`src/rtl/dcsag_pkg.sv`:
```
package dcsag_pkg;

	// frame and size limits
	localparam int SAMPLES_PER_FRAME = 32;
	localparam int MAX_CHANNELS      = 4096;
	localparam int LANE_W            = (SAMPLES_PER_FRAME > 1) ? $clog2(SAMPLES_PER_FRAME) : 1;

	// field widths
	localparam int WORD_W = 32;
	localparam int DIM_W  = 16;
	localparam int CH_W   = 13;
	localparam int DST_W  = 17;
	localparam int BF_W   = 16;
	localparam int IDX_W  = 3;

	// stream widths (fields packed from bit 0, padded to whole bytes)
	localparam int S_FIELDS_W = 4 * WORD_W + 2 * BF_W + 2 + WORD_W;
	localparam int S_TDATA_W  = ((S_FIELDS_W + 7) / 8) * 8;
	localparam int M_FIELDS_W = 3 * WORD_W + DST_W;
	localparam int M_TDATA_W  = ((M_FIELDS_W + 7) / 8) * 8;

	// queue between front and back
	localparam int QUEUE_DEPTH = 2;
	localparam int QPTR_W      = (QUEUE_DEPTH > 1) ? $clog2(QUEUE_DEPTH) : 1;
	localparam int QCNT_W      = $clog2(QUEUE_DEPTH + 1);

	// bfloat16 floor constants
	localparam logic [7:0] MANT_HIDDEN = 8'h80;
	localparam logic [6:0] MANT_MASK   = 7'h7f;
	localparam int         EXP_BIAS    = 127;
	localparam int         OFFSET_BIAS = 63;
	localparam int         SHIFT_LIMIT = 32;

	typedef enum logic [IDX_W-1:0] {
		REG_IMG_HEIGHT = 3'd0,
		REG_IMG_WIDTH  = 3'd1,
		REG_CHANNELS   = 3'd2,
		REG_Q_RESTART  = 3'd3,
		REG_P_STEP     = 3'd4,
		REG_Q_STEP     = 3'd5,
		REG_Q_END      = 3'd6
	} cfg_reg_t;

	typedef struct packed {
		logic [DIM_W-1:0]  img_height;
		logic [DIM_W-1:0]  img_width;
		logic [CH_W-1:0]   channels;
		logic [WORD_W-1:0] q_restart;
		logic [WORD_W-1:0] p_step;
		logic [WORD_W-1:0] q_step;
		logic [WORD_W-1:0] q_end;
	} cfg_t;

	// one sample after the front part: absolute position plus bookkeeping
	typedef struct packed {
		logic [WORD_W-1:0] h;
		logic [WORD_W-1:0] w;
		logic [WORD_W-1:0] image_base;
		logic [DST_W-1:0]  dst_index;
		logic [WORD_W-1:0] p_next;
		logic [WORD_W-1:0] q_next;
		logic              last;
	} item_t;

	// floor of a non-negative bfloat16 value, 0 for small exponents, wide shifts and negative values
	function automatic logic [WORD_W-1:0] bf16_floor(input logic [BF_W-1:0] b);
		logic [8:0]        e;
		logic [8:0]        sh;
		logic [WORD_W-1:0] m;
		logic [WORD_W-1:0] r;
		e  = b[15:7];
		sh = e - 9'(EXP_BIAS);
		m  = {24'b0, MANT_HIDDEN | {1'b0, b[6:0] & MANT_MASK}};
		if ((e < 9'(EXP_BIAS)) || (sh >= 9'(SHIFT_LIMIT))) begin
			r = '0;
		end else begin
			r = (m << sh[4:0]) >> 7;
		end
		return r;
	endfunction

endpackage

```
`src/rtl/dcsag_cfg.sv`:
```
module dcsag_cfg (
	input  logic                         clk,
	input  logic                         arst_n,
	input  logic                         cfg_valid,
	output logic                         cfg_ready,
	input  logic [dcsag_pkg::IDX_W-1:0]  cfg_index,
	input  logic [dcsag_pkg::WORD_W-1:0] cfg_data,
	output dcsag_pkg::cfg_t              cfg
);

	dcsag_pkg::cfg_t               cfg_q;
	logic [dcsag_pkg::CH_W-1:0]    ch_raw;
	logic [dcsag_pkg::CH_W-1:0]    ch_sat;

	assign cfg_ready = 1'b1;
	assign cfg       = cfg_q;

	// channel count (low 13 bits of the data word) saturates at the largest supported value
	assign ch_raw = cfg_data[dcsag_pkg::CH_W-1:0];
	assign ch_sat = ({19'b0, ch_raw} > 32'(dcsag_pkg::MAX_CHANNELS))
		? dcsag_pkg::CH_W'(dcsag_pkg::MAX_CHANNELS) : ch_raw;

	always_ff @(posedge clk or negedge arst_n) begin
		if (!arst_n) begin
			cfg_q.img_height <= 16'd1;
			cfg_q.img_width  <= 16'd1;
			cfg_q.channels   <= 13'd32;
			cfg_q.q_restart  <= '0;
			cfg_q.p_step     <= '0;
			cfg_q.q_step     <= 32'd1;
			cfg_q.q_end      <= 32'd32;
		end else if (cfg_valid && cfg_ready) begin
			case (dcsag_pkg::cfg_reg_t'(cfg_index))
				dcsag_pkg::REG_IMG_HEIGHT: cfg_q.img_height <= cfg_data[15:0];
				dcsag_pkg::REG_IMG_WIDTH:  cfg_q.img_width  <= cfg_data[15:0];
				dcsag_pkg::REG_CHANNELS:   cfg_q.channels   <= ch_sat;
				dcsag_pkg::REG_Q_RESTART:  cfg_q.q_restart  <= cfg_data;
				dcsag_pkg::REG_P_STEP:     cfg_q.p_step     <= cfg_data;
				dcsag_pkg::REG_Q_STEP:     cfg_q.q_step     <= cfg_data;
				dcsag_pkg::REG_Q_END:      cfg_q.q_end      <= cfg_data;
				default: ;
			endcase
		end
	end

endmodule

```
`src/rtl/dcsag_front.sv`:
```
module dcsag_front (
	input  logic                            clk,
	input  logic                            arst_n,
	input  dcsag_pkg::cfg_t                 cfg,
	input  logic                            s_tvalid,
	output logic                            s_tready,
	input  logic [dcsag_pkg::S_TDATA_W-1:0] s_tdata,
	input  logic                            s_tuser,
	input  logic                            full,
	output logic                            push,
	output dcsag_pkg::item_t                push_item
);

	logic [dcsag_pkg::WORD_W-1:0] row_q, col_q;
	logic [dcsag_pkg::LANE_W-1:0] lane_q;
	logic [dcsag_pkg::DST_W-1:0]  dst_q;

	logic [dcsag_pkg::WORD_W-1:0] p_init, q_init, tap_row, tap_col, image_base;
	logic [dcsag_pkg::BF_W-1:0]   offset_h_bf16, offset_w_bf16;
	logic                         corner_h, corner_w;

	logic [dcsag_pkg::WORD_W-1:0] row_eff, col_eff, oh, ow, col_stp, row_nxt, col_nxt;
	logic [dcsag_pkg::LANE_W-1:0] lane_eff, lane_nxt;
	logic [dcsag_pkg::DST_W-1:0]  dst_eff, dst_nxt;
	logic                         wrap, last;

	assign p_init        = s_tdata[31:0];
	assign q_init        = s_tdata[63:32];
	assign offset_h_bf16 = s_tdata[79:64];
	assign offset_w_bf16 = s_tdata[95:80];
	assign tap_row       = s_tdata[127:96];
	assign tap_col       = s_tdata[159:128];
	assign corner_h      = s_tdata[160];
	assign corner_w      = s_tdata[161];
	assign image_base    = s_tdata[193:162];

	assign s_tready = !full;
	assign push     = s_tvalid && !full;

	always_comb begin
		row_eff  = s_tuser ? p_init : row_q;
		col_eff  = s_tuser ? q_init : col_q;
		lane_eff = s_tuser ? '0 : lane_q;
		dst_eff  = s_tuser ? '0 : dst_q;

		oh = dcsag_pkg::bf16_floor(offset_h_bf16) - 32'(dcsag_pkg::OFFSET_BIAS);
		ow = dcsag_pkg::bf16_floor(offset_w_bf16) - 32'(dcsag_pkg::OFFSET_BIAS);

		col_stp = col_eff + cfg.q_step;
		wrap    = (col_stp >= cfg.q_end);
		col_nxt = wrap ? cfg.q_restart : col_stp;
		row_nxt = wrap ? (row_eff + cfg.p_step) : row_eff;

		last     = (lane_eff >= dcsag_pkg::LANE_W'(dcsag_pkg::SAMPLES_PER_FRAME - 1));
		lane_nxt = last ? '0 : (lane_eff + 1'b1);
		dst_nxt  = last ? '0 : (dst_eff + {4'b0, cfg.channels});

		push_item.h          = row_eff + tap_row + oh + {31'b0, corner_h};
		push_item.w          = col_eff + tap_col + ow + {31'b0, corner_w};
		push_item.image_base = image_base;
		push_item.dst_index  = dst_eff;
		push_item.p_next     = row_nxt;
		push_item.q_next     = col_nxt;
		push_item.last       = last;
	end

	always_ff @(posedge clk or negedge arst_n) begin
		if (!arst_n) begin
			row_q  <= '0;
			col_q  <= '0;
			lane_q <= '0;
			dst_q  <= '0;
		end else if (push) begin
			row_q  <= row_nxt;
			col_q  <= col_nxt;
			lane_q <= lane_nxt;
			dst_q  <= dst_nxt;
		end
	end

	a_frame_end_clears: assert property (@(posedge clk) disable iff (!arst_n)
		push && last |=> (lane_q == '0) && (dst_q == '0))
		else $error("lane or destination not cleared after frame end");

endmodule

```
`src/rtl/dcsag_queue.sv`:
```
module dcsag_queue (
	input  logic             clk,
	input  logic             arst_n,
	input  logic             push,
	input  dcsag_pkg::item_t push_item,
	output logic             full,
	input  logic             pop,
	output logic             head_valid,
	output dcsag_pkg::item_t head
);

	dcsag_pkg::item_t               mem_q [dcsag_pkg::QUEUE_DEPTH];
	logic [dcsag_pkg::QPTR_W-1:0]   wr_ptr_q, rd_ptr_q;
	logic [dcsag_pkg::QCNT_W-1:0]   count_q;
	logic                           do_pop;

	assign full       = (count_q == dcsag_pkg::QCNT_W'(dcsag_pkg::QUEUE_DEPTH));
	assign head_valid = (count_q != '0);
	assign head       = mem_q[rd_ptr_q];
	assign do_pop     = pop && head_valid;

	always_ff @(posedge clk) begin
		if (push && !full) begin
			mem_q[wr_ptr_q] <= push_item;
		end
	end

	always_ff @(posedge clk or negedge arst_n) begin
		if (!arst_n) begin
			wr_ptr_q <= '0;
			rd_ptr_q <= '0;
			count_q  <= '0;
		end else begin
			if (push && !full) begin
				wr_ptr_q <= (wr_ptr_q == dcsag_pkg::QPTR_W'(dcsag_pkg::QUEUE_DEPTH - 1))
					? '0 : (wr_ptr_q + 1'b1);
			end
			if (do_pop) begin
				rd_ptr_q <= (rd_ptr_q == dcsag_pkg::QPTR_W'(dcsag_pkg::QUEUE_DEPTH - 1))
					? '0 : (rd_ptr_q + 1'b1);
			end
			case ({push && !full, do_pop})
				2'b10:   count_q <= count_q + 1'b1;
				2'b01:   count_q <= count_q - 1'b1;
				default: count_q <= count_q;
			endcase
		end
	end

	a_count_bound: assert property (@(posedge clk) disable iff (!arst_n)
		count_q <= dcsag_pkg::QCNT_W'(dcsag_pkg::QUEUE_DEPTH))
		else $error("queue count above depth");

endmodule

```
`src/rtl/dcsag_back.sv`:
```
module dcsag_back (
	input  logic                            clk,
	input  logic                            arst_n,
	input  dcsag_pkg::cfg_t                 cfg,
	input  logic                            head_valid,
	input  dcsag_pkg::item_t                head,
	output logic                            pop,
	output logic                            m_tvalid,
	input  logic                            m_tready,
	output logic [dcsag_pkg::M_TDATA_W-1:0] m_tdata,
	output logic                            m_tuser,
	output logic                            m_tlast
);

	// stage 1: bounds check and linear pixel index
	logic                         valid_s1;
	logic                         inside_s1;
	logic [dcsag_pkg::WORD_W-1:0] lin_s1;
	logic [dcsag_pkg::WORD_W-1:0] base_s1, p_s1, q_s1;
	logic [dcsag_pkg::DST_W-1:0]  dst_s1;
	logic                         last_s1;

	// stage 2: output register
	logic                         valid_s2;
	logic                         zero_fill_s2;
	logic [dcsag_pkg::WORD_W-1:0] src_s2, p_s2, q_s2;
	logic [dcsag_pkg::DST_W-1:0]  dst_s2;
	logic                         last_s2;

	logic                         adv_s2, load_s1, in_img;
	logic [dcsag_pkg::WORD_W-1:0] h_ext, w_ext, wid_ext, lin, ch_ext, src;

	assign adv_s2  = !valid_s2 || m_tready;
	assign load_s1 = !valid_s1 || adv_s2;
	assign pop     = head_valid && load_s1;

	always_comb begin
		in_img  = (head.h < {16'b0, cfg.img_height}) && (head.w < {16'b0, cfg.img_width});
		// inside the image both coordinates fit in 16 bits
		h_ext   = {16'b0, head.h[15:0]};
		w_ext   = {16'b0, head.w[15:0]};
		wid_ext = {16'b0, cfg.img_width};
		lin     = h_ext * wid_ext + w_ext;
		ch_ext  = {19'b0, cfg.channels};
		src     = base_s1 + lin_s1 * ch_ext;
	end

	always_ff @(posedge clk) begin
		if (pop) begin
			inside_s1 <= in_img;
			lin_s1    <= lin;
			base_s1   <= head.image_base;
			dst_s1    <= head.dst_index;
			p_s1      <= head.p_next;
			q_s1      <= head.q_next;
			last_s1   <= head.last;
		end
		if (adv_s2 && valid_s1) begin
			zero_fill_s2 <= !inside_s1;
			src_s2       <= inside_s1 ? src : '0;
			dst_s2       <= dst_s1;
			p_s2         <= p_s1;
			q_s2         <= q_s1;
			last_s2      <= last_s1;
		end
	end

	always_ff @(posedge clk or negedge arst_n) begin
		if (!arst_n) begin
			valid_s1 <= 1'b0;
			valid_s2 <= 1'b0;
		end else begin
			if (load_s1) begin
				valid_s1 <= head_valid;
			end
			if (adv_s2) begin
				valid_s2 <= valid_s1;
			end
		end
	end

	assign m_tvalid = valid_s2;
	assign m_tuser  = zero_fill_s2;
	assign m_tlast  = last_s2;
	assign m_tdata  = {(dcsag_pkg::M_TDATA_W - dcsag_pkg::M_FIELDS_W)'(0),
		q_s2, p_s2, dst_s2, src_s2};

	a_zero_fill_src: assert property (@(posedge clk) disable iff (!arst_n)
		m_tvalid && m_tuser |-> (m_tdata[31:0] == '0))
		else $error("zero fill result carries a source index");

	a_s1_held: assert property (@(posedge clk) disable iff (!arst_n)
		valid_s1 && !adv_s2 |=> valid_s1)
		else $error("stage 1 request dropped while output stalled");

endmodule

```
`src/rtl/deform_conv_sample_address_gen_core.sv`:
```
// Deformable convolution gather address generator. Each input request carries
// two bfloat16 sampling offsets (biased by 63), kernel tap row/column terms,
// bilinear corner bits and the image base; the block floors the offsets, adds
// the running row/column terms and returns one result per request: zero_fill
// for positions outside the image, otherwise the source element index
// image_base + (row*img_width + col)*channels (mod 2^32), plus the destination
// slot, the stepped row/column terms and a frame-end flag every 32 samples.
// Sustained rate is one request per cycle while the output is not stalled;
// the limit is the front stage, which updates the running row/column terms
// once per request. A result passes through the two-entry queue (entered at
// the accepting edge), then bounds check and pixel multiply in stage 1, then
// the channel multiply into the output register. The queue lets the front
// keep taking requests while the output is stalled, until its two entries
// fill. Write configuration only while no request is in flight.
module deform_conv_sample_address_gen_core (
	input  logic                            clk,
	input  logic                            arst_n,
	// configuration write channel
	input  logic                            cfg_valid,
	output logic                            cfg_ready,
	input  logic [dcsag_pkg::IDX_W-1:0]     cfg_index,
	input  logic [dcsag_pkg::WORD_W-1:0]    cfg_data,
	// sample requests
	input  logic                            s_tvalid,
	output logic                            s_tready,
	// p_init, q_init, offset_h_bf16, offset_w_bf16, tap_row, tap_col,
	// corner_h, corner_w, image_base, zero pad
	input  logic [dcsag_pkg::S_TDATA_W-1:0] s_tdata,
	// restart
	input  logic                            s_tuser,
	// address results
	output logic                            m_tvalid,
	input  logic                            m_tready,
	// src_index, dst_index, p_next, q_next, zero pad
	output logic [dcsag_pkg::M_TDATA_W-1:0] m_tdata,
	// zero_fill
	output logic                            m_tuser,
	// last
	output logic                            m_tlast
);

	dcsag_pkg::cfg_t  cfg;
	dcsag_pkg::item_t push_item, head;
	logic             push, full, pop, head_valid;

	// register file
	dcsag_cfg u_cfg (
		.clk       (clk),
		.arst_n    (arst_n),
		.cfg_valid (cfg_valid),
		.cfg_ready (cfg_ready),
		.cfg_index (cfg_index),
		.cfg_data  (cfg_data),
		.cfg       (cfg)
	);

	// front: offset floor, position sums, running term update
	dcsag_front u_front (
		.clk       (clk),
		.arst_n    (arst_n),
		.cfg       (cfg),
		.s_tvalid  (s_tvalid),
		.s_tready  (s_tready),
		.s_tdata   (s_tdata),
		.s_tuser   (s_tuser),
		.full      (full),
		.push      (push),
		.push_item (push_item)
	);

	// decoupling queue
	dcsag_queue u_queue (
		.clk        (clk),
		.arst_n     (arst_n),
		.push       (push),
		.push_item  (push_item),
		.full       (full),
		.pop        (pop),
		.head_valid (head_valid),
		.head       (head)
	);

	// back: bounds check and index multiplies
	dcsag_back u_back (
		.clk        (clk),
		.arst_n     (arst_n),
		.cfg        (cfg),
		.head_valid (head_valid),
		.head       (head),
		.pop        (pop),
		.m_tvalid   (m_tvalid),
		.m_tready   (m_tready),
		.m_tdata    (m_tdata),
		.m_tuser    (m_tuser),
		.m_tlast    (m_tlast)
	);

endmodule
```
`config.mk`:
```
export PLATFORM = sky130hd
export DESIGN_NAME = deform_conv_sample_address_gen_core
export DESIGN_NICKNAME = d
export VERILOG_FILES = /design/src/rtl/dcsag_pkg.sv /design/src/rtl/dcsag_cfg.sv /design/src/rtl/dcsag_front.sv /design/src/rtl/dcsag_queue.sv /design/src/rtl/dcsag_back.sv /design/src/rtl/deform_conv_sample_address_gen_core.sv
export SDC_FILE = /design/constraint.sdc
export NUM_CORES = 2
export LEC_CHECK = 0
export BUFFER_PORTS_ARGS = -buffer_cell sky130_fd_sc_hd__buf_2
export CAP_MARGIN = 40
export CORE_UTILIZATION = 24
export CTS_CLUSTER_DIAMETER = 80
export DETAILED_ROUTE_END_ITERATION = 7
export GPL_ROUTABILITY_DRIVEN = 0
export PLACE_DENSITY = 0.39
export SLEW_MARGIN = 10
export SYNTH_ARGS = -nofsm -noshare
export SYNTH_HDL_FRONTEND = slang
export SYNTH_SLANG_ARGS = --single-unit
```
`constraint.sdc`:
```
create_clock -name clk -period 23.5 [get_ports clk]
set_input_delay 0 -clock clk [delete_from_list [all_inputs] [get_ports clk]]
set_output_delay 0 -clock clk [all_outputs]
set_load 0.02 [all_outputs]
```
* Yosys cells after proc, flatten, opt, wreduce, memory -nomap -nowiden
Memories as Yosys holds them, arrays and structs flattened. Cells that the tools add are included.
Cells by class: $add $sub $neg 20, multipliers 2, $lt $le $gt $ge 9, eq/ne operators 9, shift operators 2, mux-type cells 16, reduce and logical (&&, ||, !) cells 24
Operator list (number):
- $add 32x32->32 | 7
- $mux 32 | 4
- $add 32x1->32 | 2
- $lt 32x16->1 | 2
- $shl 8x5->32 | 2
- $sub 32x6->32 const B | 2
- $mux 25 | 2
- $mux 17 | 2
- $add 32x16->32 | 1
- $ge 32x32->1 | 1
- $mul 16x16->32 | 1
- $mul 32x13->32 | 1
- $ge 9x6->1 const B | 2
- $lt 9x7->1 const B | 2
- $sub 9x7->9 const B | 2
- $add 17x13->17 | 1
- $reduce_and 2->1 | 7
- $gt 13x13->1 const B | 1
- $mux 13 | 1
- $mux 5 | 2
- $eq 3x3->1 const B | 3
- $eq 3x2->1 const B | 2
- $logic_and 1x1->1 | 6
- $add 5x1->5 const B | 1
- 13 further kinds | 25
Word-level totals: register bits 527, RAM bits 356, logic and storage cells 112, memories 1
Memories:
- u_queue.mem_q | depth 2, width 178, read ports 1, clocked after memory_dff 0, wr ports 1, line dcsag_queue.sv:12 | dcsag_pkg::item_t mem_q [dcsag_pkg::QUEUE_DEPTH];

* Logic depth before layout (Yosys ltp)
word-level depth 7, depth in mapped cells 29, mapped depth without buffers 25

* By module
A second synthesis with hierarchy kept.
Second synthesis, totals: cells, all modules 5733, area total of the unflattened synthesis 65255.1 um2
Modules (own cells, without submodules):
- dcsag_back | instances 1, cells each 2706, area each 28568.6 um2, seq. area each 7917.6 um2
- dcsag_front | instances 1, cells each 2043, area each 16604.7 um2, seq. area each 2152.1 um2
- dcsag_queue | instances 1, cells each 572, area each 13454.2 um2, seq. area each 10790.3 um2
- dcsag_cfg | instances 1, cells each 412, area each 6627.6 um2, seq. area each 4335.4 um2

* Worst setup path before layout
OpenSTA, ideal clock, no wires.
kind register -> register, start register u_queue.count_q[0] (netlist bit), end memory u_queue.mem_q[0][0] (netlist bit), enable pin, arrival 8.956 ns, path slack 13.824 ns, stages on the path, launching flop included 8, period minus slack after synthesis 9.676 ns, path through dfrtp_1 -> nand2b_1 -> and2_1 -> clkbuf_1 -> inv_2 -> clkbuf_1 -> buf_1 -> nor2_1
Between the ends: word-level cells in the longest chain between the ends 6
RTL lines:
- start: declaration | line dcsag_queue.sv:14 | logic [dcsag_pkg::QCNT_W-1:0] count_q;
- start signal: assignment | line dcsag_queue.sv:43 | 2'b10: count_q <= count_q + 1'b1;
- start signal: assignment | line dcsag_queue.sv:44 | 2'b01: count_q <= count_q - 1'b1;
- start signal: assignment | line dcsag_queue.sv:45 | default: count_q <= count_q;
- $eq 2x2->1 (*) | line dcsag_queue.sv:17 | assign full = (count_q == dcsag_pkg::QCNT_W'(dcsag_pkg::QUEUE_DEPTH));
- $logic_not 1->1 (*)
- via s_tready | line deform_conv_sample_address_gen_core.sv:25 | output logic s_tready,
- $logic_and 1x1->1 | line dcsag_front.sv:38 | assign push = s_tvalid && !full;
- $logic_and 1x1->1 (*) | line dcsag_queue.sv:23 | if (push && !full) begin
- $mux 1 (*) | line dcsag_queue.sv:23
- $mux 1 (not written as such) (*) | line dcsag_queue.sv:24 | mem_q[wr_ptr_q] <= push_item;
- end: declaration | line dcsag_queue.sv:12
The timed path passes the listed nets; every way through them passes the cells marked *.

* Worst setup path after layout
start register u_queue.rd_ptr_q, end register u_back.lin_s1[30] (netlist bit), data pin
Between the ends: word-level cells in the longest chain between the ends 3
RTL lines:
- start: declaration | line dcsag_queue.sv:13 | logic [dcsag_pkg::QPTR_W-1:0] wr_ptr_q, rd_ptr_q;
- start signal: assignment | line dcsag_queue.sv:39 | rd_ptr_q <= (rd_ptr_q == dcsag_pkg::QPTR_W'(dcsag_pkg::QUEUE_DEPTH - 1))
- $mem_v2 2x178 (*)
- $mul 16x16->32 | line dcsag_back.sv:43 | lin = h_ext * wid_ext + w_ext;
- $add 32x16->32 (*) | line dcsag_back.sv:43
- via u_back.lin (one bit) | line dcsag_back.sv:31 | logic [dcsag_pkg::WORD_W-1:0] h_ext, w_ext, wid_ext, lin, ch_ext, src;
- end signal: assignment | line dcsag_back.sv:51 | lin_s1 <= lin;
- end: declaration | line dcsag_back.sv:18 | logic [dcsag_pkg::WORD_W-1:0] lin_s1;
Marks and branches as above. A chain may end at the register's enable or synchronous reset.

==> out/results.ini <==
[clock_network]
cts_tree=yes
h-tree-depth=3
cts.sinks=883
clk_pin_slew_ns=0.06
cts_buffers=112
cts_root_buf=clkbuf_16
cts.path.max_buffers=3
cts_setup_buffers=0
clk_latency_ns=0.78

[logic_synthesis]
syn-instance-count=5741
synth_edf_count=618
synth.distinct_cells=84
ys_seq_area_share_pct=39.6
synth-main-ff-cell=edfxtp_1
synth_seq_cells=883
synth_async_sr_flop_share_pct=30.0
synth_warnings=0
syn_area_um2=63600
postSynthAreaPerCell_um2=11.1

[sta]
rsz0062_at_grt=no
tns_ns=0
fmax_mhz=125
hold_violations=0
fin_worst_skew_ns=0.0751
worst_pin_slew_ns=0.959
fin_crit_ns=8.02
report.final.slew_viol_count=0
slew-limit-headroom_pct=35.3
min_period_over_period_pct=34.1
setup_viol=0

[drt]
drtIter0Drc=2129
drc=0
first_pass_iters=5
ant_nets=0
drt_wl_total_um=194000
dr_total_vias=42300
avgRoutedWirePerCell_um=19.7
viasPerCell=4.30

[die]
num_rows=188
start_util_pct=24.2
die_area_um2=267000
ioPinCount=366
die_w_um=517
core_region_area_um2=263000
die_y_um=517

[placed_design]
portBuffers=351
hpwlAfterDp_um=148000
postPlaceCellArea_um2=69700

[critical_path]
cp_data_required_time_ns=23.94
startpoint_type=register
endpoint_kind=register
rr_startpoint=u_queue.rd_ptr_q
reg2reg_slack_ns=15.48
crit_chain=buf_12 > mux2_2 > and2_1 > fa_1 > inv_1 > fa_1 > fa_1 > fa_1 > inv_1 > fa_1 > inv_1 > fa_1 > inv_1 > ha_1 > a2111o_1 > o2111ai_1 > a211oi_1 > o31a_1 > o21a_1 > a2111o_1 > nand2_1 > o311ai_1
crit_fanout=109
slowest_stage=mux2_2
endpoint=u_back.lin_s1[30]
crit_start=u_queue.rd_ptr_q
cpMostUsedCell=fa_1
r2r_cells=22
slowest_delay_ns=0.63
reg2reg_to=u_back.lin_s1[30]
cp.arrival_ns=8.46
path_class=reg -> reg

[run_status]
status=finished clean

[cells_and_area]
fin_area_um2=74900
nets=7455
drive_above_1_share_pct=15.4
area_growth_pct=17.8
fillers=27600

[worst_hold_path]
hold_class=in -> reg

[global_route]
grt_max_degree=135
grt_pass1_vias=44400
grt_pass1_wl_um=289000
antenna_found_initial=19
overflow=0
grt_util_all_layers_pct=14.5

[run]
max_cap_viol_count=0

[through the flow]
step	instances	hold WS [ns]	utilization, %	worst slack [ns]
after floorplan	5747	-0.296	-	13.82
after global placement	9470	0.0509	26.4	14.74
after detailed placement	9479	0.0541	26.5	15.41
after CTS	9832	0.00283	28.5	15.35
after global routing	9834	0.0264	28.5	15.05
final	9837	0.0404	28.5	15.48
[final cells by class]
| type | instances | area, µm² | share of cell area, % |
|---|---|---|---|
| Tap cell | 3515 | 4400 | 5.87 |
| Clock buffer | 146 | 2980 | 3.98 |
| Multi-Input combinational cell | 3714 | 34100 | 45.5 |
| Clock inverter | 66 | 795 | 1.06 |
| Sequential cell | 883 | 25200 | 33.6 |
| Antenna cell | 3 | 7.51 | 0.0100 |
| Inverter | 954 | 3580 | 4.78 |
| Timing Repair Buffer | 556 | 3840 | 5.13 |
[cell usage after synthesis, types with 18 or more instances]
library cell    n  area [µm²]
inv_1         945        3550
nor4_1         24         150
mux2_2        348        3920
fa_1          549       11000
o21a_1         39         293
nand2b_1       27         169
and3_1         21         131
nand3_1        44         220
nand2_1       616        2310
o31ai_1        18         135
o21ai_0       166         831
ha_1          444        5560
edfxtp_1      618       18600
nand4_1        29         181
a22o_1         22         193
mux2i_1        81         811
a21o_1         88         661
a211oi_1       23         173
dfrtp_1       260        6510
xor2_1         73         639
nor2b_1        47         294
xnor2_1       134        1170
clkbuf_1      173         649
a21oi_1       171         856
and2_1        216        1350
nor2_1        252         946
nor3_1         42         210
a31oi_1        20         125
[per-layer routing]
layer | vias to the layer above | GRT usage, % | routed length (µm)
li1 | 20000 | - | -
met1 | 21200 | 19.5 | 90800
met2 | 787 | 24.5 | 91300
met3 | 243 | 2.07 | 6910
met4 | 14 | 3.28 | 4510
met5 | - | 0 | 82
[how the worst min path moves through the flow]
| stage | from | end | cells after the start | slack [ns] |
|---|---|---|---|---|
| 5_1_grt | s_tdata[162] | u_queue.mem_q[1][82] | 2 | 0.03 |
| 3_3_place_gp | arst_n | u_front.row_q[28] | 1 | 0.05 |
| 2_1_floorplan | arst_n | u_back.m_tvalid | 0 | -0.30 |
| 6_report | s_tdata[16] | u_queue.mem_q[0][49] | 5 | 0.04 |
| 3_5_place_dp | arst_n | u_front.row_q[27] | 1 | 0.05 |
| 4_1_cts | s_tdata[63] | u_front.col_q[31] | 6 | 0.003 |
[sequential cells by signal, summed over array words and instances (netlist names), 2 cells and up]
name / cells
u_front.lane_q: 5
u_back.src_s2: 32
u_front.col_q: 32
u_front.dst_q: 17
u_queue.count_q: 2
u_cfg.cfg: 173
u_back.q_s2: 32
u_back.p_s1: 32
u_back.base_s1: 32
u_back.dst_s2: 17
u_back.dst_s1: 17
u_queue.mem_q: 356
u_back.p_s2: 32
u_back.q_s1: 32
u_back.lin_s1: 32
u_front.row_q: 32
[worst max-delay path, delay by kind of cell (launching register included)]
family	cells	cell delay [ns]
adder cells (fa/ha/maj)	7	3.27
AO/OA/AOI/OAI	7	2.13
buffers and inverters	5	0.70
multiplexers	1	0.63
flip-flops	1	0.49
AND/OR/NAND/NOR	2	0.38
[cells by family after synthesis]
family | Yosys count | share of synthesized area [%]
and+or+nand+nor | 1378 | 10.1
AOI/OAI and AO/OA | 697 | 7.08
xor gates and xnor gates | 208 | 2.89
adders and majority gates | 993 | 26.0
other | 2 | 0.0118
buffers and inverters | 1150 | 6.84
DFF | 883 | 39.6
muxes | 430 | 7.47
[cells in the final DEF (no fill, tap or decap), drive strengths merged, types with 22 or more instances in the layout]
cell type / n
edfxtp: 618
dlygate4sd3: 140
xnor2: 134
nor4: 24
and2: 216
mux2i: 81
a21o: 88
a21oi: 171
a211oi: 23
ha: 444
nand2: 616
a22o: 22
clkbuf: 146
nor3: 43
nor2b: 47
dfrtp: 260
clkinv: 40
o21a: 39
xor2: 73
nor2: 252
fa: 549
inv: 965
nand2b: 27
buf: 416
nand3: 44
o21ai: 179
mux2: 348
nand4: 29
[what timing repair did]
item	in CTS	in global routing
gates resized for setup	0	0
endpoints found under the setup margin	0	0
hold endpoints to repair	593	0
hold buffers	141	0
Power is not shown: default switching activity piles up to over one toggle a cycle in this logic, so the estimate is an artifact.
